<file path="config.mk">
export PLATFORM = sky130hd
export DESIGN_NAME = k_group_stream_reverser
export DESIGN_NICKNAME = d
export VERILOG_FILES = /design/src/rtl/ksr_pkg.sv /design/src/rtl/ksr_datapath.sv /design/src/rtl/ksr_ctrl.sv /design/src/rtl/k_group_stream_reverser.sv
export SDC_FILE = /design/constraint.sdc
export NUM_CORES = 1
export LEC_CHECK = 0
export ABC_AREA = 1
export BUFFER_PORTS_ARGS = -buffer_cell sky130_fd_sc_hd__buf_2
export CAP_MARGIN = 20
export CORE_MARGIN = 4
export CORE_UTILIZATION = 60
export DETAILED_ROUTE_END_ITERATION = 6
export PLACE_DENSITY_LB_ADDON = 0.1
export SLEW_MARGIN = 15
export SYNTH_ARGS = -nofsm -noshare
export SYNTH_HDL_FRONTEND = slang
export SYNTH_HIERARCHICAL = 1
export SYNTH_SLANG_ARGS = --single-unit
</file>
<file path="constraint.sdc">
create_clock -name clk -period 3.75 [get_ports clk]
set_input_delay 0.75 -clock clk [delete_from_list [all_inputs] [get_ports clk]]
set_output_delay 0.75 -clock clk [all_outputs]
set_load 0.01 [all_outputs]
</file>
<file path="src/rtl/ksr_pkg.sv">
// ----------------------------------------------------------------------------
// ksr_pkg
// Shared constants and the types passed between controller and datapath.
// ----------------------------------------------------------------------------
package ksr_pkg;

  localparam int MAX_GROUP_DEF  = 16;
  localparam int WORD_WIDTH_DEF = 32;
  localparam int CFG_W          = 5;
  // widest store address over the supported MAX_GROUP range (up to 64)
  localparam int ADDR_W_MAX     = 6;

  typedef struct packed {
    logic                  wr_en;
    logic [ADDR_W_MAX-1:0] wr_addr;
    logic                  rd_en;
    logic [ADDR_W_MAX-1:0] rd_addr;
    logic                  rd_last;
  } ksr_cmd_t;

  typedef struct packed {
    logic out_busy;
  } ksr_stat_t;

endpackage

</file>
<file path="src/rtl/ksr_datapath.sv">
// ----------------------------------------------------------------------------
// ksr_datapath
// Group store memory and the registered output stage.
// ----------------------------------------------------------------------------
module ksr_datapath import ksr_pkg::*; #(
  parameter int MAX_GROUP  = MAX_GROUP_DEF,
  parameter int WORD_WIDTH = WORD_WIDTH_DEF
) (
  input  logic                         clk,
  input  logic                         rst,
  input  ksr_cmd_t                     cmd,
  output ksr_stat_t                    stat,
  input  logic signed [WORD_WIDTH-1:0] data_in,
  output logic                         out_valid,
  input  logic                         out_ready,
  output logic signed [WORD_WIDTH-1:0] data_out,
  output logic                         last_out
);

  localparam int IDX_W = (MAX_GROUP > 1) ? $clog2(MAX_GROUP) : 1;

  logic [WORD_WIDTH-1:0] mem [MAX_GROUP];

  always_ff @(posedge clk) begin
    if (cmd.wr_en) begin
      mem[cmd.wr_addr[IDX_W-1:0]] <= data_in;
    end
  end

  always_ff @(posedge clk) begin
    if (cmd.rd_en) begin
      data_out <= mem[cmd.rd_addr[IDX_W-1:0]];
      last_out <= cmd.rd_last;
    end
  end

  always_ff @(posedge clk) begin
    if (rst) begin
      out_valid <= 1'b0;
    end else if (cmd.rd_en) begin
      out_valid <= 1'b1;
    end else if (out_ready) begin
      out_valid <= 1'b0;
    end
  end

  assign stat.out_busy = out_valid && !out_ready;

endmodule

</file>
<file path="src/rtl/ksr_ctrl.sv">
// ----------------------------------------------------------------------------
// ksr_ctrl
// Collect/emit sequencer, fill count and group size register.
// ----------------------------------------------------------------------------
module ksr_ctrl import ksr_pkg::*; #(
  parameter int MAX_GROUP = MAX_GROUP_DEF
) (
  input  logic             clk,
  input  logic             rst,
  input  logic             in_valid,
  output logic             in_ready,
  input  logic             end_of_list,
  input  logic             group_size_we,
  input  logic [CFG_W-1:0] group_size,
  input  ksr_stat_t        stat,
  output ksr_cmd_t         cmd
);

  localparam int IDX_W = (MAX_GROUP > 1) ? $clog2(MAX_GROUP) : 1;
  localparam int CNT_W = $clog2(MAX_GROUP + 1);
  localparam int CMP_W = (CNT_W > CFG_W) ? CNT_W : CFG_W;

  typedef enum logic [1:0] {
    S_COLLECT = 2'b01,
    S_EMIT    = 2'b10
  } state_t;

  state_t           state;
  logic [IDX_W-1:0] fill;
  logic [CNT_W-1:0] gsize;
  logic [CNT_W-1:0] remain;
  logic [IDX_W-1:0] addr;
  logic             rev;
  logic             endf;

  logic [CNT_W-1:0] n;
  logic             accept;
  logic             rd_go;
  logic             full;
  logic [CMP_W-1:0] wval;
  logic [CMP_W-1:0] gsize_next;

  always_comb begin
    in_ready = (state == S_COLLECT);
    accept   = in_valid && in_ready;
    n        = CNT_W'(fill) + CNT_W'(1);
    full     = (n >= gsize);
    rd_go    = (state == S_EMIT) && !stat.out_busy;

    cmd         = '0;
    cmd.wr_en   = accept;
    cmd.wr_addr = ADDR_W_MAX'(fill);
    cmd.rd_en   = rd_go;
    cmd.rd_addr = ADDR_W_MAX'(addr);
    cmd.rd_last = endf && (remain == CNT_W'(1));
  end

  always_comb begin
    wval = CMP_W'(group_size);
    if (wval == '0) begin
      gsize_next = CMP_W'(1);
    end else if (wval > CMP_W'(MAX_GROUP)) begin
      gsize_next = CMP_W'(MAX_GROUP);
    end else begin
      gsize_next = wval;
    end
  end

  always_ff @(posedge clk) begin
    if (rst) begin
      gsize <= CNT_W'(1);
    end else if (group_size_we) begin
      gsize <= CNT_W'(gsize_next);
    end
  end

  always_ff @(posedge clk) begin
    if (rst) begin
      state  <= S_COLLECT;
      fill   <= '0;
      remain <= '0;
      addr   <= '0;
      rev    <= 1'b0;
      endf   <= 1'b0;
    end else begin
      unique case (state)
        S_COLLECT: begin
          if (accept) begin
            if (full || end_of_list) begin
              state  <= S_EMIT;
              remain <= n;
              rev    <= full;
              endf   <= end_of_list;
              addr   <= full ? fill : '0;
              fill   <= '0;
            end else begin
              fill <= IDX_W'(n);
            end
          end
        end
        S_EMIT: begin
          if (rd_go) begin
            remain <= remain - CNT_W'(1);
            addr   <= rev ? addr - IDX_W'(1) : addr + IDX_W'(1);
            if (remain == CNT_W'(1)) begin
              state <= S_COLLECT;
            end
          end
        end
        default: begin
          state <= S_COLLECT;
        end
      endcase
    end
  end

endmodule

</file>
<file path="src/rtl/k_group_stream_reverser.sv">
// ----------------------------------------------------------------------------
// k_group_stream_reverser
// Buffers list words into groups of group_size and emits each full group
// newest first; a partial group at the end of a list goes out in order.
//
//   channel   direction  handshake              payload
//   in        input      in_valid / in_ready    data_in, end_of_list
//   out       output     out_valid / out_ready  data_out, last_out
//   config    input      group_size_we          group_size
//
// Words are taken one a cycle until a group closes; then the group store is
// read out one word a cycle, unless the output stalls, through a single read
// port. The last word of a group may wait in the output register while input
// resumes. Output stalls hold the read sequence. Reset (rst, synchronous)
// empties the group and sets group_size to 1; the store is not cleared.
// ----------------------------------------------------------------------------
module k_group_stream_reverser import ksr_pkg::*; #(
  parameter int MAX_GROUP  = MAX_GROUP_DEF,
  parameter int WORD_WIDTH = WORD_WIDTH_DEF
) (
  input  logic                         clk,
  input  logic                         rst,
  input  logic                         in_valid,
  output logic                         in_ready,
  input  logic signed [WORD_WIDTH-1:0] data_in,
  input  logic                         end_of_list,
  output logic                         out_valid,
  input  logic                         out_ready,
  output logic signed [WORD_WIDTH-1:0] data_out,
  output logic                         last_out,
  input  logic                         group_size_we,
  input  logic [CFG_W-1:0]             group_size
);

  ksr_cmd_t  cmd;
  ksr_stat_t stat;

  ksr_ctrl #(
    .MAX_GROUP (MAX_GROUP)
  ) u_ctrl (
    .clk           (clk),
    .rst           (rst),
    .in_valid      (in_valid),
    .in_ready      (in_ready),
    .end_of_list   (end_of_list),
    .group_size_we (group_size_we),
    .group_size    (group_size),
    .stat          (stat),
    .cmd           (cmd)
  );

  ksr_datapath #(
    .MAX_GROUP  (MAX_GROUP),
    .WORD_WIDTH (WORD_WIDTH)
  ) u_datapath (
    .clk       (clk),
    .rst       (rst),
    .cmd       (cmd),
    .stat      (stat),
    .data_in   (data_in),
    .out_valid (out_valid),
    .out_ready (out_ready),
    .data_out  (data_out),
    .last_out  (last_out)
  );

endmodule

</file>
Word level (Yosys, flattened, before mapping)

Memory sizes are Yosys's and may differ from the RTL's. A register that Yosys moved wholly into a read port is not among the register bits.
Index checks and enable logic that the tools add are counted.

Memory bits (writable): 512
Bits in latches: 0
Memory bits (read-only): 0
Input bits: 43
Bits in registers: 24
Memories: 1

Memory list:

| memory         | depth | bits a word | rd ports | clocked after memory_dff | wr ports | line               | text |
|---|---|---|---|---|---|---|---|
| u_datapath.mem | 16    | 32          | 1        | 1                        | 1        | ksr_datapath.sv:22 | `logic [WORD_WIDTH-1:0] mem [MAX_GROUP];` |

Reduce and logical (&&, ||, !) cells: 14
$add $sub $neg: 4
Shift operators: 0
Multipliers: 0
Multiplexer cells: 22
Bitwise operators: 0
$lt $le $gt $ge: 2
Div/mod/pow operators: 0
Eq/ne operators: 7

Operators by type and width:

| operator                                             | count |
|---|---|
| 2-to-1 mux 5 bit                                     | 5 |
| 2-to-1 mux 4 bit                                     | 6 |
| case mux 5 bit (2 select lines)                      | 1 |
| 2-to-1 mux 2 bit                                     | 4 |
| case mux 4 bit (2 select lines)                      | 1 |
| AND reduction 4 bit                                  | 2 |
| != test 2 x 1 -> 1 bit (second input constant)       | 3 |
| adder 4 x 1 -> 5 bit (second input constant)         | 1 |
| equality test 5 x 1 -> 1 bit (second input constant) | 1 |
| >= comparator 5 bit                                  | 1 |
| > comparator 5 bit (second input constant)           | 1 |
| logical NOT 5 bit                                    | 1 |
| subtractor 5 x 1 -> 5 bit (second input constant)    | 1 |
| adder 4 x 1 -> 4 bit (second input constant)         | 1 |
| logical AND 1 bit                                    | 4 |
| 2-to-1 mux 1 bit                                     | 4 |
| case mux 2 bit (2 select lines)                      | 1 |
| nonzero test 2 bit                                   | 2 |
| subtractor 4 x 1 -> 4 bit (second input constant)    | 1 |
| AND reduction 3 bit                                  | 1 |
| equality test 2 x 1 -> 1 bit (second input constant) | 1 |
| equality test 2 bit (second input constant)          | 1 |
| logical NOT 1 bit                                    | 2 |
| != test 2 bit (second input constant)                | 1 |
| other kinds (2)                                      | 2 |

Longest topological paths before layout

Gate-level depths: netlist (run 1).

Depth in word-level cells: 6
Depth in mapped cells: 13
Depth with buffers taken out: 12

Hierarchy

Netlist (run 1), hierarchy kept.

By module, submodules not included:

| module       | area each (µm²) | cells each | seq. area each (µm²) | instances |
|---|---|---|---|---|
| ksr_datapath | 23129.7         | 2126       | 16385.7              | 1 |
| ksr_ctrl     | 1471.4          | 219        | 440.4                | 1 |

Least setup slack after synthesis (run 1)

Ideal clock, no wire load.

Path kind: input-to-reg
Start: input port in_valid
End: memory u_datapath/mem[12][0] (netlist name), enable pin
Stages on the path: 6
Library setup time: 0.421 ns
Path buffers: 2
Slack: 0.692 ns
Arrival time: 2.637 ns
Path through: nand2_1 inv_2 buf_4 buf_4 nand3_1 nor2_1

Longest elaborated chain between the ends: 3

RTL lines:

| item                                   | line                          | text |
|---|---|---|
| start, declared                        | k_group_stream_reverser.sv:23 | `input logic in_valid,` |
| logical AND 1 bit                      | ksr_ctrl.sv:45                | `accept = in_valid && in_ready;` |
| net u_ctrl.accept                      | ksr_ctrl.sv:37                | `logic accept;` |
| 2-to-1 mux 1 bit                       | ksr_datapath.sv:25            | `if (cmd.wr_en) begin` |
| 2-to-1 mux 1 bit (not written as such) | ksr_datapath.sv:26            | `mem[cmd.wr_addr[IDX_W-1:0]] <= data_in;` |
| end, declared                          | ksr_datapath.sv:22            |  |

The timed path passes the listed nets, and every way through them passes these cells.

==> results.json, run 1 <==
{
  "post_cts_resize_count": 0,
  "regArea_mm2": 0.0168,
  "end_kind": "flop",
  "clock_latency_ns": 0.60,
  "start_util_pct": 61.3,
  "vias": 16100,
  "die_area_mm2": 0.0442,
  "final.setup_skew_ns": 0.0174,
  "drive_above_1_share_pct": 9.62,
  "min_period_ns": 2.55,
  "avgSynthCellArea_um2": 10.5,
  "die_y_um": 210,
  "wl_per_cell_um": 19.3,
  "clkSinkCount": 568,
  "instances_no_fill": 2968,
  "first_pass_iters": 6,
  "power.share.clock_pct": 37.0,
  "p_sw_share_pct": 26.9,
  "yosys_warnings": 6,
  "crit_fanout": 17,
  "maxSlewViolCount": 0,
  "syn_area_mm2": 0.0246,
  "maxCapViolations": 0,
  "timing.hold.ws_ns": 0.392,
  "crit_required_ns": 4.03,
  "fillers": 3033,
  "synth_cells": 2340,
  "cts_tree": "done",
  "grt.total_usage_pct": 25.9,
  "cpMaxStageDelayCell": "nor2_4",
  "cp_cell_sequence": "inv_1, nor2_2, nand2_1, inv_2, nand3b_1, nor2_4, buf_4",
  "worst_pin_slew_ns": 0.888,
  "final_util_pct": 67.8,
  "ctsHoldBuffers": 0,
  "cts_buffer_depth": 3,
  "placed_cells": 2861,
  "antenna_found_initial": 0,
  "max-vdd-ir-drop_uv": 482,
  "min_path_type": "in -> reg",
  "portBuffers": 77,
  "hold_viol": 0,
  "p_comb_share_pct": 15.4,
  "io_pins": 78,
  "viasPerCell": 5.44,
  "fmax_mhz": 392,
  "status": "finished, final reports clean",
  "first_global_vias": 15600,
  "hpwlAfterDp_um": 32900,
  "synth_nets": 2394,
  "core_area_mm2": 0.0401,
  "syn_to_final_growth_pct": 10.6,
  "num_rows": 73,
  "n_antenna_cell": 0,
  "drc": 0,
  "period_share_pct": 68.1,
  "h-tree-depth": 2,
  "grt_max_degree": 154,
  "die_x_um": 210,
  "tns_ns": 0,
  "crit_type": "reg -> reg",
  "cpPeakStageDelay_ns": 0.60,
  "postRouteAntennaNets": 0,
  "slew-limit-headroom_pct": 40.8,
  "worstPathArrival_ns": 2.83,
  "p_int_mw": 11.1,
  "finalSetupViolations": 0,
  "final_nets": 2449,
  "power_density_mw_per_mm2": 561,
  "grt.overflow.total": 0,
  "clkSlewWorstSetupHoldPaths_ns": 0.06,
  "cts_buffers": 57,
  "drt_iter0_drc": 1660,
  "share_seq_of_total_power_pct": 47.7,
  "gp_congestion": 0.844,
  "switching_power_mw": 4.10,
  "multi_input_area_mm2": 0.00547,
  "drt_wl_total_um": 57300,
  "cts_root_buffer": "clkbuf_16",
  "rsz0062_at_grt": "false",
  "p_leak_nw": 11.5,
  "grt_pass1_wl_um": 88800,
  "worst_setup_path_start_kind": "flop",
  "cts_setup_buffers": 0
}
[cell type report]
| cell class | count | share of cell area [%] |
|---|---|---|
| Clock inverter | 42 | 1.33 |
| Tap cell | 525 | 2.42 |
| Inverter | 425 | 5.92 |
| Sequential cell | 568 | 61.9 |
| Multi-Input combinational cell | 1233 | 20.1 |
| Clock buffer | 65 | 5.55 |
| Timing Repair Buffer | 110 | 2.70 |
[path summary, 6_finish.rpt]
kind	startpoint	endpoint	slack, ns	depth (start not counted)
min reg2reg	u_ctrl/gsize[2]	u_ctrl/gsize[2]	0.48	2
max reg2reg	u_ctrl/state[0]	u_datapath/mem[6][18]	1.20	7
max	u_ctrl/state[0]	u_datapath/mem[6][18]	1.20	7
min	group_size[0]	u_ctrl/gsize[0]	0.39	3
[metrics by stage]
step                      power, mW  worst slack [ns]  instance area [um2]
after floorplan                9.05             0.692                24600
after global routing           15.9              1.03                27200
final                          15.2              1.20                27200
after global placement         9.67              1.00                25300
after detailed placement       9.72             0.964                25300
after CTS                      15.3              1.20                27200
[metal layers]
layer | share of wire [%] | track usage (%) | vias to the layer above
li1 | - | - | 7685
met1 | 42 | 36.7 | 7748
met2 | 48 | 42.4 | 622
met3 | 7.3 | 4.39 | 87
met4 | 2.3 | 6.91 | 0
met5 | 0 | 0 | -
[cell usage in the layout, fill, tap and decap left out, types with 10 or more instances in the layout]
| cell type | instances |
|---|---|
| a21oi_1 | 21 |
| buf_2 | 77 |
| buf_4 | 25 |
| clkbuf_16 | 59 |
| clkinv_1 | 13 |
| clkinv_2 | 18 |
| dfxtp_1 | 19 |
| edfxtp_1 | 545 |
| ha_1 | 10 |
| inv_1 | 416 |
| nand2_1 | 735 |
| nand3_1 | 400 |
| nor2_1 | 23 |
| nor2_4 | 17 |
[power by group through the flow]
stage               clock network (mW)  logic (mW)  registers [mW]
detailed placement                   0        2.32            7.40
global route                      6.00        2.60            7.27
global placement                     0        2.28            7.39
finish                            5.63        2.34            7.26
floorplan                            0        1.68            7.37
CTS                               5.72        2.34            7.26
[flip-flops by register name (all words and copies together) (netlist names), 2 cells and up]
signal,cells
u_ctrl/state,2
u_ctrl/fill,4
u_ctrl/addr,4
u_datapath/data_out,32
u_ctrl/remain,5
u_ctrl/gsize,5
u_datapath/mem,512
[critical path: cells and delay by family (launching register included)]
family        cells  cell delay (ns)
buf+inv           3             0.67
simple gates      4             1.16
flops             1             0.38
Note: power is estimated with default switching activity, not from simulation.
==> run 2: changes to the inputs <==
==> constraint.sdc (replaced) <==
create_clock -name clk -period 2.6 [get_ports clk]
set_input_delay 0.52 -clock clk [delete_from_list [all_inputs] [get_ports clk]]
set_output_delay 0.52 -clock clk [all_outputs]
set_load 0.01 [all_outputs]
==> run 2 against run 1 <==
- sequential power rose by 45%
- maximum frequency rose by 6.3%
- wire length fell by 1.1%
- sequential cell count did not move
- global-route usage barely moved
- die area did not move
- via count fell by 0.96%
- critical endpoint is now u_ctrl/remain[4]
- largest power group unchanged
- highest routed layer unchanged
==> results.json, run 2 (synthesis results as in run 1) <==
{
  "status": "finished, final reports clean",
  "period_share_pct": 92.3,
  "finalSetupViolations": 0,
  "min_path_type": "in -> reg",
  "min_period_ns": 2.40,
  "grt_pass1_wl_um": 88800,
  "worst_setup_path_start_kind": "flop",
  "start_util_pct": 61.3,
  "maxCapViolations": 0,
  "layout_common_cells": "735 x nand2_1, 545 x edfxtp_1, 416 x inv_1, 400 x nand3_1, 77 x buf_2",
  "clock_latency_ns": 0.62,
  "final_nets": 2466,
  "vias": 16000,
  "slew-limit-headroom_pct": 45.5,
  "first_pass_iters": 6,
  "ctsHoldBuffers": 0,
  "layout_commonest_cell": "nand2_1",
  "grt.overflow.total": 0,
  "syn_to_final_growth_pct": 11.6,
  "r2r_end": "u_ctrl/remain[4]",
  "crit_type": "reg -> reg",
  "placed_cells": 2878,
  "drc": 0,
  "design_area_mm2": 0.0274,
  "crit_fanout": 20,
  "hold_viol": 0,
  "clkSlewWorstSetupHoldPaths_ns": 0.07,
  "die_x_um": 210,
  "p_leak_nw": 11.6,
  "clkSinkCount": 568,
  "tns_ns": 0,
  "cts_buffer_depth": 3,
  "cp_cell_sequence": "ha_1, xor2_1, ha_1, nand2_1, nand2_1, nand2_1, nand4_1, nand2_2, nand3_1, nand2_1, nor2_1",
  "worst_pin_slew_ns": 0.817,
  "wl_per_cell_um": 19.0,
  "gp_congestion": 0.847,
  "cp_common_cell": "nand2_1",
  "first_global_vias": 15400,
  "drive_above_1_share_pct": 9.74,
  "postRouteAntennaNets": 0,
  "drt_wl_total_um": 56700,
  "cts_root_buffer": "clkbuf_16",
  "cts_buffers": 57,
  "core_area_mm2": 0.0401,
  "rsz0062_at_grt": "false",
  "hold_path_startpoint": "group_size[0]",
  "num_rows": 73,
  "drt_iter0_drc": 1373,
  "viasPerCell": 5.36,
  "n_antenna_cell": 0,
  "power_density_mw_per_mm2": 813,
  "die_y_um": 210,
  "fin_total_pwr_mw": 22.3,
  "max-vdd-ir-drop_uv": 615,
  "h-tree-depth": 2,
  "hpwlAfterDp_um": 33800,
  "instances_no_fill": 2980,
  "worstPathArrival_ns": 2.90,
  "maxSlewViolCount": 0,
  "r2r_cells": 11,
  "end_kind": "flop",
  "crit_required_ns": 3.10,
  "post_cts_resize_count": 0,
  "io_pins": 78,
  "die_area_mm2": 0.0442,
  "rrSetupSlack_ns": 0.20,
  "cts_setup_buffers": 0,
  "largest_reg_flops": 512,
  "grt.total_usage_pct": 25.9,
  "grt_max_degree": 84,
  "portBuffers": 77,
  "hold_path_depth": 3,
  "place_area_mm2": 0.0255,
  "fmax_mhz": 417,
  "holdPathEnd": "u_ctrl/gsize[0]",
  "final.setup_skew_ns": 0.0329,
  "cts_tree": "done",
  "cpPeakStageDelay_ns": 0.50,
  "cpMaxStageDelayCell": "dfxtp_1",
  "crit-reg2reg-launch": "u_ctrl/fill[0]",
  "antenna_found_initial": 0
}
[run 2: stage by stage]
stage	setup WS (ns)	hold WS, ns	utilization [%]
after floorplan	-0.292	0.445	-
after global placement	0.405	0.453	63.6
after detailed placement	0.276	0.457	63.6
after CTS	0.238	0.112	68.4
after global routing	0.00668	0.153	68.4
final	0.200	0.137	68.4
[run 2: final cells by class]
| class | instances | area, um2 |
|---|---|---|
| clock buffers | 71 | 1520 |
| inverters | 425 | 1610 |
| clock inverters | 31 | 380 |
| fillers | 3002 | 12700 |
| well taps | 525 | 657 |
| repair buffers | 127 | 936 |
| flip-flops and latches | 568 | 16800 |
| multi-input cells | 1233 | 5470 |
[run 2: metal layers]
| metal | up-vias | global-route usage (%) | routed length [um] |
|---|---|---|---|
| li1 | 7707 | - | - |
| met1 | 7587 | 35.2 | 23200 |
| met2 | 567 | 43.6 | 28200 |
| met3 | 126 | 3.08 | 3240 |
| met4 | 0 | 9.68 | 2080 |
| met5 | - | 0 | 0 |
[run 2: worst max-delay path, delay by kind of cell (launching register included)]
| kind | cells | cell delay, ns |
|---|---|---|
| simple gates | 8 | 0.95 |
| fa+ha+maj | 2 | 0.55 |
| flops | 1 | 0.50 |
| xor+xnor | 1 | 0.27 |
[run 2: how the worst max path moves through the flow]
stage | from | endpoint | depth (start not counted) | slack (ns)
2_1_floorplan | u_ctrl/state[0] | u_datapath/mem[12][0] | 8 | -0.29
3_3_place_gp | u_ctrl/fill[0] | u_ctrl/addr[2] | 11 | 0.40
3_5_place_dp | u_ctrl/fill[0] | u_ctrl/addr[2] | 11 | 0.28
4_1_cts | u_ctrl/fill[0] | u_ctrl/remain[4] | 11 | 0.24
5_1_grt | u_ctrl/fill[0] | u_ctrl/addr[3] | 11 | 0.007
6_report | u_ctrl/fill[0] | u_ctrl/remain[4] | 11 | 0.20
[run 2: report_power, final]
part | internal [mW] | switching [mW]
registers | 10.4 | 0.141
clock network | 5.01 | 3.36
logic | 1.00 | 2.41
